### src/rtl/tphe_pkg.sv
// shared types and constants for the touch pad press/hold event block
// no dependencies; imported by the interfaces and every module
package tphe_pkg;

    localparam int CNT_W  = 10;
    localparam int PAD_W  = 4;
    localparam int IDX_W  = 2;
    localparam int KIND_W = 2;

    localparam logic [CNT_W-1:0] CNT_MAX    = 10'd1023;
    localparam logic [CNT_W-1:0] HOLD_RESET = 10'd25;

    typedef enum logic [KIND_W-1:0] {
        EV_DOWN = 2'd0,
        EV_UP   = 2'd1,
        EV_HOLD = 2'd2
    } ev_kind_t;

    typedef struct packed {
        logic     hit;
        ev_kind_t kind;
    } lane_ev_t;

    typedef struct packed {
        logic busy;
        logic single;
    } merge_stat_t;

endpackage

### src/rtl/tphe_ifs.sv
// valid/ready channel interfaces: poll ticks, events and the config write
// depends on tphe_pkg
interface tphe_tick_if
    import tphe_pkg::*;
();
    logic             valid;
    logic             ready;
    logic [PAD_W-1:0] pad_pressed;

    modport source (output valid, output pad_pressed, input ready);
    modport sink (input valid, input pad_pressed, output ready);
endinterface

interface tphe_event_if
    import tphe_pkg::*;
();
    logic              valid;
    logic              ready;
    logic [IDX_W-1:0]  pad_index;
    logic [KIND_W-1:0] event_kind;
    logic              last_event;

    modport source (output valid, output pad_index, output event_kind, output last_event,
                    input ready);
    modport sink (input valid, input pad_index, input event_kind, input last_event,
                  output ready);
endinterface

interface tphe_cfg_if
    import tphe_pkg::*;
();
    logic             valid;
    logic             ready;
    logic [CNT_W-1:0] data;

    modport source (output valid, output data, input ready);
    modport sink (input valid, input data, output ready);
endinterface

### src/rtl/tphe_lane.sv
// one pad lane: edge history, hold flag and saturating tick counter
// depends on tphe_pkg
module tphe_lane
    import tphe_pkg::*;
(
    input  logic             clk,
    input  logic             rst_n,
    input  logic             fire,
    input  logic             now,
    input  logic [CNT_W-1:0] hold_ticks,
    output lane_ev_t         ev
);

    logic             was_reg, was_next;
    logic             hrep_reg, hrep_next;
    logic [CNT_W-1:0] cnt_reg, cnt_next;
    logic [CNT_W-1:0] cnt_inc;

    always_comb
    begin
        cnt_inc   = (cnt_reg == CNT_MAX) ? cnt_reg : cnt_reg + 1'b1;
        ev.hit    = 1'b0;
        ev.kind   = EV_DOWN;
        hrep_next = 1'b0;
        cnt_next  = '0;
        was_next  = now;
        if (now && !was_reg)
        begin
            ev.hit  = 1'b1;
            ev.kind = EV_DOWN;
        end
        else if (!now && was_reg)
        begin
            ev.hit  = 1'b1;
            ev.kind = EV_UP;
        end
        else if (now)
        begin
            cnt_next  = cnt_inc;
            hrep_next = hrep_reg;
            if (!hrep_reg && (cnt_inc >= hold_ticks))
            begin
                ev.hit    = 1'b1;
                ev.kind   = EV_HOLD;
                hrep_next = 1'b1;
            end
        end
    end

    always_ff @(posedge clk or negedge rst_n)
    begin
        if (!rst_n)
        begin
            was_reg  <= 1'b0;
            hrep_reg <= 1'b0;
            cnt_reg  <= '0;
        end
        else if (fire)
        begin
            was_reg  <= was_next;
            hrep_reg <= hrep_next;
            cnt_reg  <= cnt_next;
        end
    end

endmodule

### src/rtl/tphe_merge.sv
// merging stage: latches the lane events of one item and sends them out lowest pad
// first, one per cycle unless stalled, via an output register; depends on tphe_pkg
module tphe_merge
    import tphe_pkg::*;
#(
    parameter int NUM_PADS = 4
)
(
    input  logic                clk,
    input  logic                rst_n,
    input  lane_ev_t            ev [NUM_PADS],
    input  logic                in_fire,
    output logic                in_ready,
    output merge_stat_t         stat,
    tphe_event_if.source        events
);

    logic [NUM_PADS-1:0] pend_reg, pend_next;
    ev_kind_t            kind_reg [NUM_PADS];
    logic [NUM_PADS-1:0] low;
    logic [NUM_PADS-1:0] pend_after;
    logic [NUM_PADS-1:0] hits;
    logic                move;
    logic [IDX_W-1:0]    sel_idx;
    logic [KIND_W-1:0]   sel_kind;

    logic                out_valid_reg, out_valid_next;
    logic [IDX_W-1:0]    out_idx_reg;
    logic [KIND_W-1:0]   out_kind_reg;
    logic                out_last_reg;

    always_comb
    begin
        low        = pend_reg & (~pend_reg + 1'b1);
        pend_after = pend_reg & ~low;
        move       = (|pend_reg) && (!out_valid_reg || events.ready);
        in_ready   = (pend_reg == '0) || (move && (pend_after == '0));
        sel_idx    = '0;
        sel_kind   = '0;
        for (int i = 0; i < NUM_PADS; i++)
        begin
            hits[i] = ev[i].hit;
            if (low[i])
            begin
                sel_idx  = sel_idx | IDX_W'(i);
                sel_kind = sel_kind | kind_reg[i];
            end
        end
        if (in_fire)
            pend_next = hits;
        else if (move)
            pend_next = pend_after;
        else
            pend_next = pend_reg;
        if (move)
            out_valid_next = 1'b1;
        else if (events.ready)
            out_valid_next = 1'b0;
        else
            out_valid_next = out_valid_reg;
        stat.busy   = |pend_reg;
        stat.single = (pend_after == '0);
    end

    always_ff @(posedge clk or negedge rst_n)
    begin
        if (!rst_n)
        begin
            pend_reg      <= '0;
            out_valid_reg <= 1'b0;
        end
        else
        begin
            pend_reg      <= pend_next;
            out_valid_reg <= out_valid_next;
        end
    end

    always_ff @(posedge clk)
    begin
        if (in_fire)
        begin
            for (int i = 0; i < NUM_PADS; i++)
                kind_reg[i] <= ev[i].kind;
        end
        if (move)
        begin
            out_idx_reg  <= sel_idx;
            out_kind_reg <= sel_kind;
            out_last_reg <= (pend_after == '0);
        end
    end

    assign events.valid      = out_valid_reg;
    assign events.pad_index  = out_idx_reg;
    assign events.event_kind = out_kind_reg;
    assign events.last_event = out_last_reg;

endmodule

### src/rtl/touch_pad_press_hold_events_top.sv
// touch pad press/hold events: one lane per pad, events merged in pad order
// the first event of a tick goes through the pending mask, then the output register;
// a new tick can be accepted as the last event of the one before moves; events leave
// one per cycle unless stalled, via the single output register of the merging stage
// reset clears pad history, counters and pending events; hold_ticks returns to 25
module touch_pad_press_hold_events_top
    import tphe_pkg::*;
#(
    parameter int NUM_PADS = 4
)
(
    input  logic          clk,
    input  logic          rst_n,
    tphe_tick_if.sink     tick,
    tphe_cfg_if.sink      cfg,
    tphe_event_if.source  events
);

    logic [CNT_W-1:0]    hold_ticks_reg;
    logic [NUM_PADS-1:0] now;
    lane_ev_t            ev [NUM_PADS];
    logic                in_fire;
    logic                in_ready;
    merge_stat_t         stat;

    assign cfg.ready  = 1'b1;
    assign tick.ready = in_ready;
    assign in_fire    = tick.valid && in_ready;

    always_ff @(posedge clk or negedge rst_n)
    begin
        if (!rst_n)
            hold_ticks_reg <= HOLD_RESET;
        else if (cfg.valid)
            hold_ticks_reg <= cfg.data;
    end

    for (genvar i = 0; i < NUM_PADS; i++)
    begin : g_lane
        if (i < PAD_W)
        begin : g_in
            assign now[i] = tick.pad_pressed[i];
        end
        else
        begin : g_none
            assign now[i] = 1'b0;
        end

        tphe_lane u_lane (
            .clk        (clk),
            .rst_n      (rst_n),
            .fire       (in_fire),
            .now        (now[i]),
            .hold_ticks (hold_ticks_reg),
            .ev         (ev[i])
        );
    end

    tphe_merge #(
        .NUM_PADS (NUM_PADS)
    ) u_merge (
        .clk      (clk),
        .rst_n    (rst_n),
        .ev       (ev),
        .in_fire  (in_fire),
        .in_ready (in_ready),
        .stat     (stat),
        .events   (events)
    );

`ifndef SYNTHESIS
    // a new item only enters when at most the event now moving is left
    a_accept_room: assert property (@(posedge clk) disable iff (!rst_n)
        in_fire |-> (!stat.busy || stat.single))
        else $error("tick accepted over pending events");

    // an event that is not the last of its tick is followed at once by the next
    a_next_event: assert property (@(posedge clk) disable iff (!rst_n)
        (events.valid && events.ready && !events.last_event) |=> events.valid)
        else $error("gap inside the events of one tick");

    // a shown event that is not the last has its successors still pending
    a_pending: assert property (@(posedge clk) disable iff (!rst_n)
        (events.valid && !events.last_event) |-> stat.busy)
        else $error("non-final event with nothing pending");
`endif

endmodule
### src/flat_wrapper.sv
// flat-port wrapper written by rule: the top's interface ports become plain ports
module touch_pad_press_hold_events_top_flat import tphe_pkg::*;
#(
    parameter int NUM_PADS = 4
)
  (clk, rst_n, tick_valid, tick_pad_pressed, tick_ready, cfg_valid, cfg_data, cfg_ready, events_valid, events_pad_index, events_event_kind, events_last_event, events_ready);
  tphe_tick_if tick_i ();
  tphe_cfg_if cfg_i ();
  tphe_event_if events_i ();
  input  logic clk;
  input  logic rst_n;
  input wire logic [$bits(tick_i.valid)-1:0] tick_valid;
  input wire logic [$bits(tick_i.pad_pressed)-1:0] tick_pad_pressed;
  output wire logic [$bits(tick_i.ready)-1:0] tick_ready;
  input wire logic [$bits(cfg_i.valid)-1:0] cfg_valid;
  input wire logic [$bits(cfg_i.data)-1:0] cfg_data;
  output wire logic [$bits(cfg_i.ready)-1:0] cfg_ready;
  output wire logic [$bits(events_i.valid)-1:0] events_valid;
  output wire logic [$bits(events_i.pad_index)-1:0] events_pad_index;
  output wire logic [$bits(events_i.event_kind)-1:0] events_event_kind;
  output wire logic [$bits(events_i.last_event)-1:0] events_last_event;
  input wire logic [$bits(events_i.ready)-1:0] events_ready;
  assign tick_i.valid = tick_valid;
  assign tick_i.pad_pressed = tick_pad_pressed;
  assign tick_ready = tick_i.ready;
  assign cfg_i.valid = cfg_valid;
  assign cfg_i.data = cfg_data;
  assign cfg_ready = cfg_i.ready;
  assign events_valid = events_i.valid;
  assign events_pad_index = events_i.pad_index;
  assign events_event_kind = events_i.event_kind;
  assign events_last_event = events_i.last_event;
  assign events_i.ready = events_ready;
  touch_pad_press_hold_events_top #(.NUM_PADS(NUM_PADS)) u_core (.clk(clk), .rst_n(rst_n), .tick(tick_i), .cfg(cfg_i), .events(events_i));
endmodule
### config.mk
export PLATFORM = sky130hd
export DESIGN_NAME = touch_pad_press_hold_events_top_flat
export DESIGN_NICKNAME = d
export VERILOG_FILES = /design/src/rtl/tphe_pkg.sv /design/src/rtl/tphe_ifs.sv /design/src/rtl/tphe_lane.sv /design/src/rtl/tphe_merge.sv /design/src/rtl/touch_pad_press_hold_events_top.sv /design/src/flat_wrapper.sv
export SDC_FILE = /design/constraint.sdc
export NUM_CORES = 1
export LEC_CHECK = 0
export BUFFER_PORTS_ARGS = -buffer_cell sky130_fd_sc_hd__buf_2
export CAP_MARGIN = 25
export CORE_MARGIN = 2
export CORE_UTILIZATION = 60
export CTS_BUF_LIST = sky130_fd_sc_hd__clkbuf_16
export DETAILED_ROUTE_END_ITERATION = 10
export GPL_ROUTABILITY_DRIVEN = 0
export GPL_TIMING_DRIVEN = 1
export PLACE_DENSITY = 0.89
export RECOVER_POWER = 50
export SLEW_MARGIN = 25
export SYNTH_ARGS = -nofsm -noshare
export SYNTH_HDL_FRONTEND = slang
export SYNTH_SLANG_ARGS = --single-unit
export TNS_END_PERCENT = 5
### constraint.sdc
create_clock -name clk -period 9.5 [get_ports clk]
set_clock_uncertainty 0.05 [all_clocks]
set_input_delay 1.425 -clock clk [delete_from_list [all_inputs] [get_ports clk]]
set_output_delay 1.425 -clock clk [all_outputs]
set_load 0.03 [all_outputs]
==> summary.txt <==
Placement
  – IO buf count: 25
  – Area post-placement: between 0.005 and 0.006 mm²
  – Dpl hpwl: between 8 and 9 mm

Outcome
  – Run status: finished, violations left
  – Failing checks: capacitance limit, slew limit

Global route
  – Initial antenna violation count: 0
  – GR Util All Layers: 0.269
  – Vias in the first global route: 4550
  – Pin count of the biggest net entering global routing: 64
  – Global route overflow: 0
  – First-pass GRT wire length: 21.2 mm

Synthesis
  – Syn Nets: 666
  – Post-synthesis mux area share: 0.0264
  – Register area share after synthesis: 0.367
  – Cell Area, Synth: 0.00536 mm²
  – Yosys reg bits: 76
  – Post-synthesis cell type count: 58
  – Area fraction in compound gates after synthesis: 0.218
  – Synth warn: 0
  – Top post-synthesis cells by area: dfrtp_1 28%, ha_1 13%, edfxtp_1 7.3%, a21oi_1 4.2%, o21ai_0 3.8%
  – Syn Inst Count: ~600
  – Leading area contributor after synthesis: dfrtp_1
  – Most used DFF post-synth: dfrtp_1
  – Simple-gate share of the synthesized area: 0.179
  – EDFF count, synth: 13
  – Post-Synth XOR/XNOR Area: 0.0310
  – Synthesized-area fraction occupied by adder cells: 0.131
  – Average size of a mapped cell: 9.07 µm²
  – Async set-reset flop share out of synthesis: 0.829
  – Largest family of logic cells by synthesized area: compound AO/OA/AOI/OAI gates
  – Post-synth top area share: 0.280

Floorplan
  – I/O pin total: 27
  – Core area: 0.00868 mm²
  – Die Area: 0.00971 mm²
  – Initial Util: 0.618
  – Die height: 98.5 µm
  – Cell Rows: 34
  – Die X: 98.5 µm

Clock network
  – CTS Sinks: 76
  – CTS tree: done
  – CTS Buf Count: 9
  – H-tree depth: 3
  – Clk buf depth: 2
  – Worst skew pair latency: 0.34 ns
  – Setup Fix Bufs, Post-CTS: 0
  – # hold bufs at CTS: 0
  – Reg clk slew, reported paths: 0.06 ns
  – Post-CTS sizing: 0
  – CTS root buf: clkbuf_16

Cells and area
  – Largest register FFs: 40
  – Post-layout util: 0.664
  – Commonest cells after routing, fill and taps aside: 60 x dfrtp_1, 56 x ha_1, 54 x nand2_1, 53 x nor2_1, 45 x a21oi_1
  – Nets: between 600 and 700
  – Layout filler cell count: 682
  – Synthesis-to-layout area growth: 7.42%
  – Most common cell after layout, fill and taps aside: dfrtp_1
  – Antenna Cells: 0
  – Layout cells sized above 1: 0.0984
  – Post-layout instance area: 0.00576 mm²

Job
  – Max Cap Viol: 1

Setup path
  – Crit path launch type: input pin
  – Reg2reg end: u_core.u_merge.kind_reg[2][1]
  – CP Class: input pin to asynchronous set/reset pin
  – Crit-path cells: buf_2 > clkbuf_1
  – R2R setup slack: about 6.0 ns
  – Worst Reg2Reg Path Length in Cells: 11
  – CP max stage cell: clkbuf_1
  – Crit path capture type: asynchronous set/reset pin
  – Critical Path AT: 3.96 ns
  – Delay-heaviest family, CP: buffers and inverters
  – Critical Path RT: between 9 and 10 ns
  – R2R Path Start: u_core.g_lane[2].u_lane.cnt_reg[0]
  – CP max stage delay: 2.41 ns
  – Critical Path Fanout Max: 63
  – Buf/Inv on CP: 2

Timing
  – Min cycle time layout: approximately 4.4 ns
  – Worst Max-Slew Pin Slew: about 3.5 ns
  – Achievable frequency: 0.230 GHz
  – Final setup fails: 0
  – Setup TNS: 0 ns
  – Slew Limit Fails: 64
  – Worst slew margin: -1.30
  – Final hold vios: 0
  – Unrepaired setup endpoints after global routing: no
  – Period utilisation layout: 0.458

Power and ir drop
  – LEAKAGE: 2.59 nW
  – Maximum vdd ir drop: 113 µV
  – P per Cell Area: between 200 and 250 mW/mm²

Routing
  – Vias per inst: 6.48
  – Vias: 4654
  – DRT antenna net count: 0
  – Detailed Route Iter0 Violations: between 300 and 400
  – DRC errors left: 0
  – Routed len/inst: 17.5 µm
  – 1st-pass router iterations: 5
  – Post-Route WL: 12.6 mm

Worst hold path
  – Hold path depth: 2
  – Hold_sp: u_core.g_lane[2].u_lane.hrep_reg
  – Worst hold path class: register to register
  – Hold EP: u_core.g_lane[2].u_lane.hrep_reg
==> layer usage <==
| metal | global-route usage | vias up | wire, µm |
|---|---|---|---|
| met5 | 0 | - | 0 |
| met4 | 0.122 | 0 | 393 |
| met3 | 0.0426 | 35 | 812 |
| met2 | 0.460 | 189 | 6250 |
| met1 | 0.337 | 2234 | 5150 |
| li1 | - | 2196 | - |
==> cell type report <==
cell class / count / area, µm² / area share
repair buffers: 27 / 133 / 0.0230
multi-input cells: 459 / 3140 / 0.545
flip-flops and latches: 76 / 1970 / 0.342
well taps: 108 / 135 / 0.0235
clock buffers: 9 / 225 / 0.0391
clock inverters: 7 / 36.3 / 0.00630
inverters: 32 / 123 / 0.0213
==> logic make-up after synthesis <==
logic type,count (synthesis)
compound gates,175
buf+inv,56
mux,13
fa+ha+maj,56
xor+xnor,19
simple gates,195
other cells,1
flops,76
==> worst max path at each step <==
| stage | from | endpoint | cells after the start |
|---|---|---|---|
| after floorplan | events_ready | tick_ready | 5 |
| after global placement | events_ready | tick_ready | 6 |
| after detailed placement | events_ready | tick_ready | 6 |
| after CTS | events_ready | tick_ready | 6 |
| after global routing | rst_n | u_core.g_lane[0].u_lane.cnt_reg[0] | 2 |
| final | rst_n | u_core.g_lane[0].u_lane.cnt_reg[1] | 2 |
==> power by group <==
part,total (mW),internal [mW],switching (mW)
Clock,0.308,0.173,0.135
Sequential,0.487,0.411,0.0764
Combinational,0.488,0.175,0.313
==> metrics by stage <==
step	power (mW)	setup WS, ns	cells	hold slack (ns)
after floorplan	0.857	5.35	591	0.431
after global placement	0.939	5.65	702	0.453
after detailed placement	0.965	5.60	702	0.473
after CTS	1.28	5.59	718	0.495
after global routing	1.36	4.35	718	0.528
final	1.28	5.15	718	0.498
==> synth_stat cells, types with 10 or more instances <==
library cell and instances:
nand2b_1 11, o21ai_0 41, a211oi_1 10, inv_1 31, nand3_1 21, dfrtp_1 60
xnor2_1 13, edfxtp_1 13, ha_1 56, a31oi_1 11, nand2_1 54, nor3_1 11
clkbuf_1 10, nor2_1 53, o31ai_1 10, a21oi_1 45
Note: power is estimated with default switching activity, not from simulation.
